$ cat src/mbm_pkg.sv
`timescale 1ns / 1ps
package mbm_pkg;

    localparam int WORD_BITS_DEF  = 32;
    localparam int FRAC_BITS_DEF  = 28;
    localparam int COORD_BITS_DEF = 10;
    localparam int LIMIT_BITS     = 10;
    localparam int CFG_INDEX_BITS = 3;

    localparam logic [CFG_INDEX_BITS-1:0] REG_ITER_LIMIT = 3'd0;
    localparam logic [CFG_INDEX_BITS-1:0] REG_MIN_X      = 3'd1;
    localparam logic [CFG_INDEX_BITS-1:0] REG_MAX_X      = 3'd2;
    localparam logic [CFG_INDEX_BITS-1:0] REG_MIN_Y      = 3'd3;
    localparam logic [CFG_INDEX_BITS-1:0] REG_MAX_Y      = 3'd4;
    localparam logic [CFG_INDEX_BITS-1:0] REG_GRID_W     = 3'd5;
    localparam logic [CFG_INDEX_BITS-1:0] REG_GRID_H     = 3'd6;

    localparam logic [LIMIT_BITS-1:0] LIMIT_RESET = 10'd32;
    localparam int GRID_W_RESET = 38;
    localparam int GRID_H_RESET = 25;

    typedef struct packed {
        logic valid;
        logic tag;
        logic neg;
    } div_ctrl_t;

endpackage

$ cat src/mbm_div_cell.sv
`timescale 1ns / 1ps
module mbm_div_cell #(
    parameter int COORD_BITS = mbm_pkg::COORD_BITS_DEF,
    parameter int QUO_BITS   = mbm_pkg::WORD_BITS_DEF + mbm_pkg::COORD_BITS_DEF
) (
    input  logic                  clk,
    input  logic                  rst_n,
    input  mbm_pkg::div_ctrl_t    ctrl_in,
    input  logic [COORD_BITS-1:0] divisor_in,
    input  logic [COORD_BITS-1:0] rem_in,
    input  logic [QUO_BITS-1:0]   dq_in,
    output mbm_pkg::div_ctrl_t    ctrl_out,
    output logic [COORD_BITS-1:0] divisor_out,
    output logic [COORD_BITS-1:0] rem_out,
    output logic [QUO_BITS-1:0]   dq_out
);
    import mbm_pkg::*;

    div_ctrl_t             ctrl_reg;
    logic [COORD_BITS-1:0] divisor_reg;
    logic [COORD_BITS-1:0] rem_reg;
    logic [COORD_BITS-1:0] rem_next;
    logic [QUO_BITS-1:0]   dq_reg;
    logic [QUO_BITS-1:0]   dq_next;
    logic [COORD_BITS:0]   trial;
    logic [COORD_BITS:0]   diff;
    logic                  fits;

    always_comb
    begin
        trial    = {rem_in, dq_in[QUO_BITS-1]};
        diff     = trial - {1'b0, divisor_in};
        fits     = (trial >= {1'b0, divisor_in});
        rem_next = fits ? diff[COORD_BITS-1:0] : trial[COORD_BITS-1:0];
        dq_next  = {dq_in[QUO_BITS-2:0], fits};
    end

    always_ff @(posedge clk or negedge rst_n)
    begin
        if (!rst_n)
        begin
            ctrl_reg <= '0;
        end
        else
        begin
            ctrl_reg <= ctrl_in;
        end
    end

    always_ff @(posedge clk)
    begin
        divisor_reg <= divisor_in;
        rem_reg     <= rem_next;
        dq_reg      <= dq_next;
    end

    assign ctrl_out    = ctrl_reg;
    assign divisor_out = divisor_reg;
    assign rem_out     = rem_reg;
    assign dq_out      = dq_reg;

endmodule

$ cat src/mbm_map_chain.sv
`timescale 1ns / 1ps
module mbm_map_chain #(
    parameter int WORD_BITS  = mbm_pkg::WORD_BITS_DEF,
    parameter int COORD_BITS = mbm_pkg::COORD_BITS_DEF
) (
    input  logic                        clk,
    input  logic                        rst_n,
    input  logic                        start,
    input  logic [COORD_BITS-1:0]       pos_x,
    input  logic [COORD_BITS-1:0]       pos_y,
    input  logic signed [WORD_BITS-1:0] min_x,
    input  logic signed [WORD_BITS-1:0] max_x,
    input  logic signed [WORD_BITS-1:0] min_y,
    input  logic signed [WORD_BITS-1:0] max_y,
    input  logic [COORD_BITS-1:0]       grid_w,
    input  logic [COORD_BITS-1:0]       grid_h,
    output logic                        done,
    output logic signed [WORD_BITS-1:0] c_re,
    output logic signed [WORD_BITS-1:0] c_im
);
    import mbm_pkg::*;

    localparam int QUO_BITS = WORD_BITS + COORD_BITS;
    localparam int SUM_BITS = QUO_BITS + 2;

    logic                  second_reg;
    logic                  sel_tag;
    logic [WORD_BITS-1:0]  sel_lo;
    logic [WORD_BITS-1:0]  sel_hi;
    logic [COORD_BITS-1:0] sel_pos;
    logic [COORD_BITS-1:0] sel_grid;
    logic [WORD_BITS:0]    span;
    logic [WORD_BITS:0]    span_abs;

    div_ctrl_t             feed_ctrl_reg;
    logic [WORD_BITS-1:0]  feed_mag_reg;
    logic [COORD_BITS-1:0] feed_pos_reg;
    logic [COORD_BITS-1:0] feed_grid_reg;

    div_ctrl_t             prod_ctrl_reg;
    logic [QUO_BITS-1:0]   prod_reg;
    logic [QUO_BITS-1:0]   prod_next;
    logic [COORD_BITS-1:0] prod_grid_reg;

    div_ctrl_t             ctrl_w    [0:QUO_BITS];
    logic [COORD_BITS-1:0] divisor_w [0:QUO_BITS];
    logic [COORD_BITS-1:0] rem_w     [0:QUO_BITS];
    logic [QUO_BITS-1:0]   dq_w      [0:QUO_BITS];

    div_ctrl_t             last;
    logic [WORD_BITS-1:0]  out_lo;
    logic [QUO_BITS:0]     q_signed;
    logic [SUM_BITS-1:0]   sum;
    logic [SUM_BITS-WORD_BITS:0] upper_bits;
    logic [WORD_BITS-1:0]  c_next;

    logic                  done_reg;
    logic signed [WORD_BITS-1:0] c_re_reg;
    logic signed [WORD_BITS-1:0] c_im_reg;

    always_comb
    begin
        sel_tag  = second_reg;
        sel_lo   = sel_tag ? min_y : min_x;
        sel_hi   = sel_tag ? max_y : max_x;
        sel_pos  = sel_tag ? pos_y : pos_x;
        sel_grid = sel_tag ? grid_h : grid_w;
        span     = {sel_hi[WORD_BITS-1], sel_hi} - {sel_lo[WORD_BITS-1], sel_lo};
        span_abs = span[WORD_BITS] ? ((WORD_BITS+1)'(0) - span) : span;
        prod_next = feed_mag_reg * feed_pos_reg;
    end

    always_ff @(posedge clk or negedge rst_n)
    begin
        if (!rst_n)
        begin
            second_reg    <= 1'b0;
            feed_ctrl_reg <= '0;
            prod_ctrl_reg <= '0;
            done_reg      <= 1'b0;
        end
        else
        begin
            second_reg          <= start;
            feed_ctrl_reg.valid <= start || second_reg;
            feed_ctrl_reg.tag   <= sel_tag;
            feed_ctrl_reg.neg   <= span[WORD_BITS];
            prod_ctrl_reg       <= feed_ctrl_reg;
            done_reg            <= last.valid && last.tag;
        end
    end

    always_ff @(posedge clk)
    begin
        feed_mag_reg  <= span_abs[WORD_BITS-1:0];
        feed_pos_reg  <= sel_pos;
        feed_grid_reg <= sel_grid;
        prod_reg      <= prod_next;
        prod_grid_reg <= feed_grid_reg;
    end

    assign ctrl_w[0]    = prod_ctrl_reg;
    assign divisor_w[0] = prod_grid_reg;
    assign rem_w[0]     = '0;
    assign dq_w[0]      = prod_reg;

    for (genvar i = 0; i < QUO_BITS; i++)
    begin : g_cell
        mbm_div_cell #(
            .COORD_BITS (COORD_BITS),
            .QUO_BITS   (QUO_BITS)
        ) u_cell (
            .clk         (clk),
            .rst_n       (rst_n),
            .ctrl_in     (ctrl_w[i]),
            .divisor_in  (divisor_w[i]),
            .rem_in      (rem_w[i]),
            .dq_in       (dq_w[i]),
            .ctrl_out    (ctrl_w[i+1]),
            .divisor_out (divisor_w[i+1]),
            .rem_out     (rem_w[i+1]),
            .dq_out      (dq_w[i+1])
        );
    end

    // apply sign, add window minimum, clamp; zero grid yields the minimum
    always_comb
    begin
        last       = ctrl_w[QUO_BITS];
        out_lo     = last.tag ? min_y : min_x;
        q_signed   = last.neg ? ((QUO_BITS+1)'(0) - {1'b0, dq_w[QUO_BITS]})
                              : {1'b0, dq_w[QUO_BITS]};
        sum        = {{(SUM_BITS-WORD_BITS){out_lo[WORD_BITS-1]}}, out_lo}
                   + {q_signed[QUO_BITS], q_signed};
        upper_bits = sum[SUM_BITS-1:WORD_BITS-1];
        if (divisor_w[QUO_BITS] == '0)
        begin
            c_next = out_lo;
        end
        else if ((&upper_bits) || !(|upper_bits))
        begin
            c_next = sum[WORD_BITS-1:0];
        end
        else if (sum[SUM_BITS-1])
        begin
            c_next = {1'b1, {(WORD_BITS-1){1'b0}}};
        end
        else
        begin
            c_next = {1'b0, {(WORD_BITS-1){1'b1}}};
        end
    end

    always_ff @(posedge clk)
    begin
        if (last.valid && !last.tag)
        begin
            c_re_reg <= c_next;
        end
        if (last.valid && last.tag)
        begin
            c_im_reg <= c_next;
        end
    end

    assign done = done_reg;
    assign c_re = c_re_reg;
    assign c_im = c_im_reg;

endmodule

$ cat config.mk
export PLATFORM = sky130hd
export DESIGN_NAME = mbm_map_chain
export DESIGN_NICKNAME = d
export VERILOG_FILES = /design/src/mbm_pkg.sv /design/src/mbm_div_cell.sv /design/src/mbm_map_chain.sv
export SDC_FILE = /design/constraint.sdc
export NUM_CORES = 2
export LEC_CHECK = 0
export CAP_MARGIN = 20
export CORE_MARGIN = 8
export CORE_UTILIZATION = 62
export DETAILED_ROUTE_END_ITERATION = 10
export DONT_BUFFER_PORTS = 1
export PLACE_DENSITY_LB_ADDON = 0.2
export SETUP_SLACK_MARGIN = 0.1
export SYNTH_ARGS = -nofsm -noshare
export SYNTH_HDL_FRONTEND = slang
export SYNTH_SLANG_ARGS = --single-unit
$ cat constraint.sdc
create_clock -name clk -period 7.7 [get_ports clk]
set_input_delay 0.385 -clock clk [delete_from_list [all_inputs] [get_ports clk]]
set_output_delay 0.385 -clock clk [all_outputs]
set_load 0.1 [all_outputs]
Word-level counts from Yosys, hierarchy flattened:

Index checks and enable logic that the tools add are counted.

* register bits: 2896
* input bits: 171
* output and inout bits: 65

* add/subtract/negate cells: 45
* $mul: 1
* $lt $le $gt $ge: 42
* mux-type cells: 51
* reductions and logical operators: 9

Operators with widths (count)
* 11-bit by 10-bit >= comparator with 1-bit output: 41
* 10-bit 2-to-1 mux: 42
* 10-bit subtractor: 40
* 32-bit 2-to-1 mux: 7
* 32-bit by 43-bit adder with 44-bit output: 1
* 43-bit 2-to-1 mux: 1
* 1-bit by 42-bit subtractor with 43-bit output, first input constant: 1
* 32-bit by 10-bit multiplier with 42-bit output: 1
* 32-bit by 32-bit subtractor with 33-bit output: 1
* 1-bit by 32-bit subtractor with 32-bit output, first input constant: 1
* 13-bit AND reduction: 1
* 13-bit OR reduction: 1
* 1-bit by 10-bit >= comparator with 1-bit output: 1
* 10-bit zero test: 1
* 1-bit by 10-bit subtractor with 10-bit output: 1
* 1-bit logical AND: 2
* 1-bit zero test: 2
* 1-bit logical OR: 2
* 1-bit 2-to-1 mux: 1

Longest topological paths before layout:

* word-level depth: 8
* gate-level depth with buffers: 26

Modules after synthesis:

Synthesis repeated with hierarchy kept, for this count alone.

* cells, all modules: 8326
* area total of the unflattened synthesis: 103421.7 um^2

Modules (own cells, without submodules)
* mbm_div_cell: instances 42, cells an instance 140, area an instance 1939.4 um^2
* mbm_map_chain: instances 1, cells an instance 2446, area an instance 21968.6 um^2

Least setup slack after synthesis:

Ideal clock, no wire load.

* path type: reg2reg
* from: register feed_pos_reg[3]
* to: register prod_reg[41]
* data arrival time: 6.258 ns
* required time: 7.628 ns
* slack: 1.370 ns
* stages on the path, launching flop included: 23
* buffers on the path: 1
* period minus slack after synthesis: 6.330 ns
* path through: dfxtp_1 > clkbuf_1 > nand2_1 > fa_1 > inv_1 > fa_1 > fa_1 > fa_1 > inv_1 > fa_1 > inv_1 > ha_1 > a21o_1 > a21oi_1 > o21ai_0 > a2111oi_0 > a211o_1 > o31ai_1 > o41a_1 > a311o_1 > a221o_1 > a21oi_1 > xnor2_1

* cells in the longest elaborated chain, start to end: 1

RTL lines
* start: declaration: line mbm_map_chain.sv:37 `logic [COORD_BITS-1:0] feed_pos_reg;`
* start signal: assignment: line mbm_map_chain.sv:96 `feed_pos_reg <= sel_pos;`
* 32-bit by 10-bit multiplier with 42-bit output: line mbm_map_chain.sv:70 `prod_next = feed_mag_reg * feed_pos_reg;`
* named net prod_next[41]: line mbm_map_chain.sv:42 `logic [QUO_BITS-1:0] prod_next;`
* end signal: assignment: line mbm_map_chain.sv:98 `prod_reg <= prod_next;`
* end: declaration: line mbm_map_chain.sv:41 `logic [QUO_BITS-1:0] prod_reg;`

The timed path passes the listed nets, and every way through them passes these cells.
A chain may end at the register's enable or synchronous reset.

Worst setup path in the final report:

* from: register feed_pos_reg[6]
* to: register prod_reg[41]

The elaborated chain is that of the path after synthesis.

==> summary.md <==
| Metric | Value |
|---|---|
| Reg2Reg Depth | 21 |
| Post-CTS Setup Bufs | 0 |
| Largest area contributor in the netlist | dfxtp_1 |
| Die width | around 420 µm |
| Slowest CP cell | dfxtp_1 |
| RSZ-0062 raised after global routing | false |
| First-pass GRT wire length | around 330 mm |
| DR vias | 57280 |
| Period utilization | 0.9272 |
| Critical path depth | 21 |
| Post-synthesis mux area share | 0.05317 |
| Xor and xnor fraction of the mapped netlist area | 0.02882 |
| Largest stage delay on the critical path | ~0.73 ns |
| DRC violations left | 0 |
| Mapped Nets | 9333 |
| Final nets | approximately 9600 |
| Max-cap violations | 0 |
| Final TNS setup | 0 ns |
| GRT met2 Usage | 0.4463 |
| Met1 Use GR | 0.2739 |
| Synthesis-to-finish area growth | 12.97% |
| CP cell instances | buf_4 > and2_1 > fa_1 > fa_1 > fa_1 > fa_1 > inv_1 > fa_1 > inv_1 > ha_1 > a21o_1 > a21oi_1 > o21ai_0 > a2111oi_0 > a211o_1 > o31ai_1 > o41a_1 > a311o_1 > a221o_1 > a21oi_1 > xnor2_1 |
| GRT Util Overall | 0.2425 |
| Final worst path period need | between 7 and 8 ns |
| Antenna-violating nets left | 0 |
| Initial DRC count | 3319 |
| Vias per cell | between 5 and 6 |
| Post-synthesis sequential area ratio | 0.6003 |
| WP buf/inv | 3 |
| CTS H-tree lvls | 5 |
| CTS tree | built |
| CP Launch Type | flop |
| # IOs | ~240 |
| Layout Cells excl Fill | about 11000 |
| CP endpoint kind | flop |
| Arr. time, crit path | approximately 8.0 ns |
| #FFs+latches synth | roughly 2900 |
| Gpl congestion | 0.9010 |
| Inst Count DP | just over 10000 |
| Top_reg_cell synth | dfxtp_1 |
| Max-slew violation count | 0 |
| Synth Area in Compound Gates | 0.06899 |
| Die ar. | roughly 0.17 mm² |
| Setup violators final | 0 |
| Met3 Usage GRT | 0.03669 |
| Simple-Gate Fraction of Synth Area | 0.07715 |
| Avg Inst Size Synth | 11.88 µm² |
| Hold Vio Cnt, Final | 0 |
| Root Driver | clkbuf_16 |
| Synth warn | 0 |
| Maximum root-to-sink buffer count | 4 |
| Worst-Skew Late Latency | roughly 0.90 ns |
| Fraction of registers with async set/reset | 0.04627 |
| Average wire per standard cell | approximately 20 µm |
| Post-Synth Adder-Cell Area | 0.1285 |
| Rows | roughly 150 |
| Syn Std Cell Area | ~0.099 mm² |
| Largest register FFs | ~1800 |
| Commonest non-fill, non-tap cell in the layout | dfxtp_1 |
| Yosys cell types | between 80 and 90 |
| Worst-path clk slew | 0.07 ns |
| Grt peak-use layer | met2 |
| R2R setup slack | between 0.5 and 0.6 ns |
| Relative slew slack | 0.2397 |
| Top cells by area, synth | dfxtp_1, ha_1, fa_1 |
| Total core area | between 0.15 and 0.2 mm² |
| Post-Route WL | approximately 210 mm |
| Min-Delay Path Class | input port to flop |
| Die height | slightly above 400 µm |
| Pre-CTS WS | between 0.4 and 0.5 ns |
| Crit path kind | flop to flop |
| Worst-Margin Slew | roughly 1.1 ns |
| Fin Clk Skew | between 0.07 and 0.08 ns |
| Worst R2R End | prod_reg[41] |
| Cells after Synth | 8316 |
| Clk sinks | 2896 |
| Status | completed |
| FMAX | 140.1 MHz |
| Cts bufs inserted | ~290 |
| Largest net degree at the start of global routing | 135 |
| GRT Residual Overflow | 0 |
| Vias in the first global route | 60350 |
| Kind of cell adding the most delay to the critical path | adder cells |
| Post-synth EDFFs | 64 |
| Area fraction of the dominant cell type after synthesis | 0.5469 |
| Port Buffer Count | 0 |
| Most frequent cells in the layout | dfxtp_1, inv_1, ha_1 |
| Worst Setup Slack, final | ~0.56 ns |
| Worst-path fanout max | 15 |
| Starting density of the core | 0.6236 |
| 1st-pass router iterations | 7 |
| CP startpoint | feed_pos_reg[6] |
| Most used cell, CP | fa_1 |
| HPWL after DPL | 149.6 mm |
| RR Startpoint | feed_pos_reg[6] |
| CP endpoint | prod_reg[41] |
| Main combinational cell family by area after synthesis | adder cells |
| Initial antenna violation count | 12 |
| Worst EP required | 8.52 ns |
| Layout cell share with drive strength beyond 1 | 0.1009 |
-- cell type report --
class                           count  area (µm²)
Multi-Input combinational cell   4288       35240
Sequential cell                  2896       59290
Clock buffer                      386        8194
Clock inverter                    110        1316
Tap cell                         2072        2592
Inverter                         1008        3784
Fill cell                       10870       46810
Timing Repair Buffer              116        1122
Antenna cell                       11       27.53
-- metrics by stage --
| step | util | cell area, µm² | hold slack, ns |
|---|---|---|---|
| after floorplan | - | 98760 | 0.08941 |
| after global placement | 0.6385 | 101100 | 0.09374 |
| after detailed placement | 0.6385 | 101100 | 0.09491 |
| after CTS | 0.7041 | 111500 | 0.01411 |
| after global routing | 0.7044 | 111600 | 0.04396 |
| final | 0.7045 | 111600 | 0.07565 |
-- worst register-to-register path, cell delays in order, from the launching register on --
cell and delay, ns:
dfxtp_1 0.73, buf_4 0.29, and2_1 0.16, fa_1 0.41
fa_1 0.48, fa_1 0.56, fa_1 0.56, inv_1 0.06
fa_1 0.53, inv_1 0.04, ha_1 0.35, a21o_1 0.20
a21oi_1 0.14, o21ai_0 0.12, a2111oi_0 0.64, a211o_1 0.26
o31ai_1 0.11, o41a_1 0.38, a311o_1 0.42, a221o_1 0.30
a21oi_1 0.18, xnor2_1 0.13
-- cell families after synthesis --
family,count (synthesis)
flip-flops,2896
AND/OR/NAND/NOR,1592
buffers and inverters,1132
AO/OA/AOI/OAI,1046
adder cells (fa/ha/maj),846
multiplexers,479
XOR/XNOR,325
-- worst min-delay path by stage --
stage / depth (start not counted) / slack [ns] / from / to
after floorplan: 0 / 0.09 / rst_n / ctrl_w[126]
after global placement: 0 / 0.09 / rst_n / second_reg
after detailed placement: 0 / 0.09 / rst_n / second_reg
after CTS: 3 / 0.01 / min_x[10] / c_re[10]
after global routing: 3 / 0.04 / min_x[22] / c_re[22]
final: 3 / 0.08 / min_x[1] / c_re[1]
-- synth_stat cells (46+ instances only) --
cell type	instances
dfxtp_1	2698
mux2_2	365
nand2_1	517
nor2b_1	104
edfxtp_1	64
nor3_1	46
nand2b_1	56
nor2_1	460
xor2_1	87
inv_1	1007
dfrtp_1	134
xnor2_1	238
mux2i_1	114
a21boi_0	164
o211ai_1	46
a21oi_1	208
and2_1	165
ha_1	566
a21o_1	50
fa_1	280
nand4_1	99
o21ai_0	309
clkbuf_1	108
-- routing by layer --
metal | up-vias | part of all wire
met3 | 470 | 0.040
met5 | - | 0.000094
met2 | 1358 | 0.52
li1 | 27870 | -
met1 | 27580 | 0.39
met4 | 2 | 0.051
-- timing repair --
action | in CTS | in global routing
gates resized for setup | 0 | 2
setup endpoints to repair | 0 | 2
hold buffers | 87 | 0
endpoints found under the hold margin | 200 | 0
Power is not shown: default switching activity piles up to over one toggle a cycle in this logic, so the estimate is an artifact.
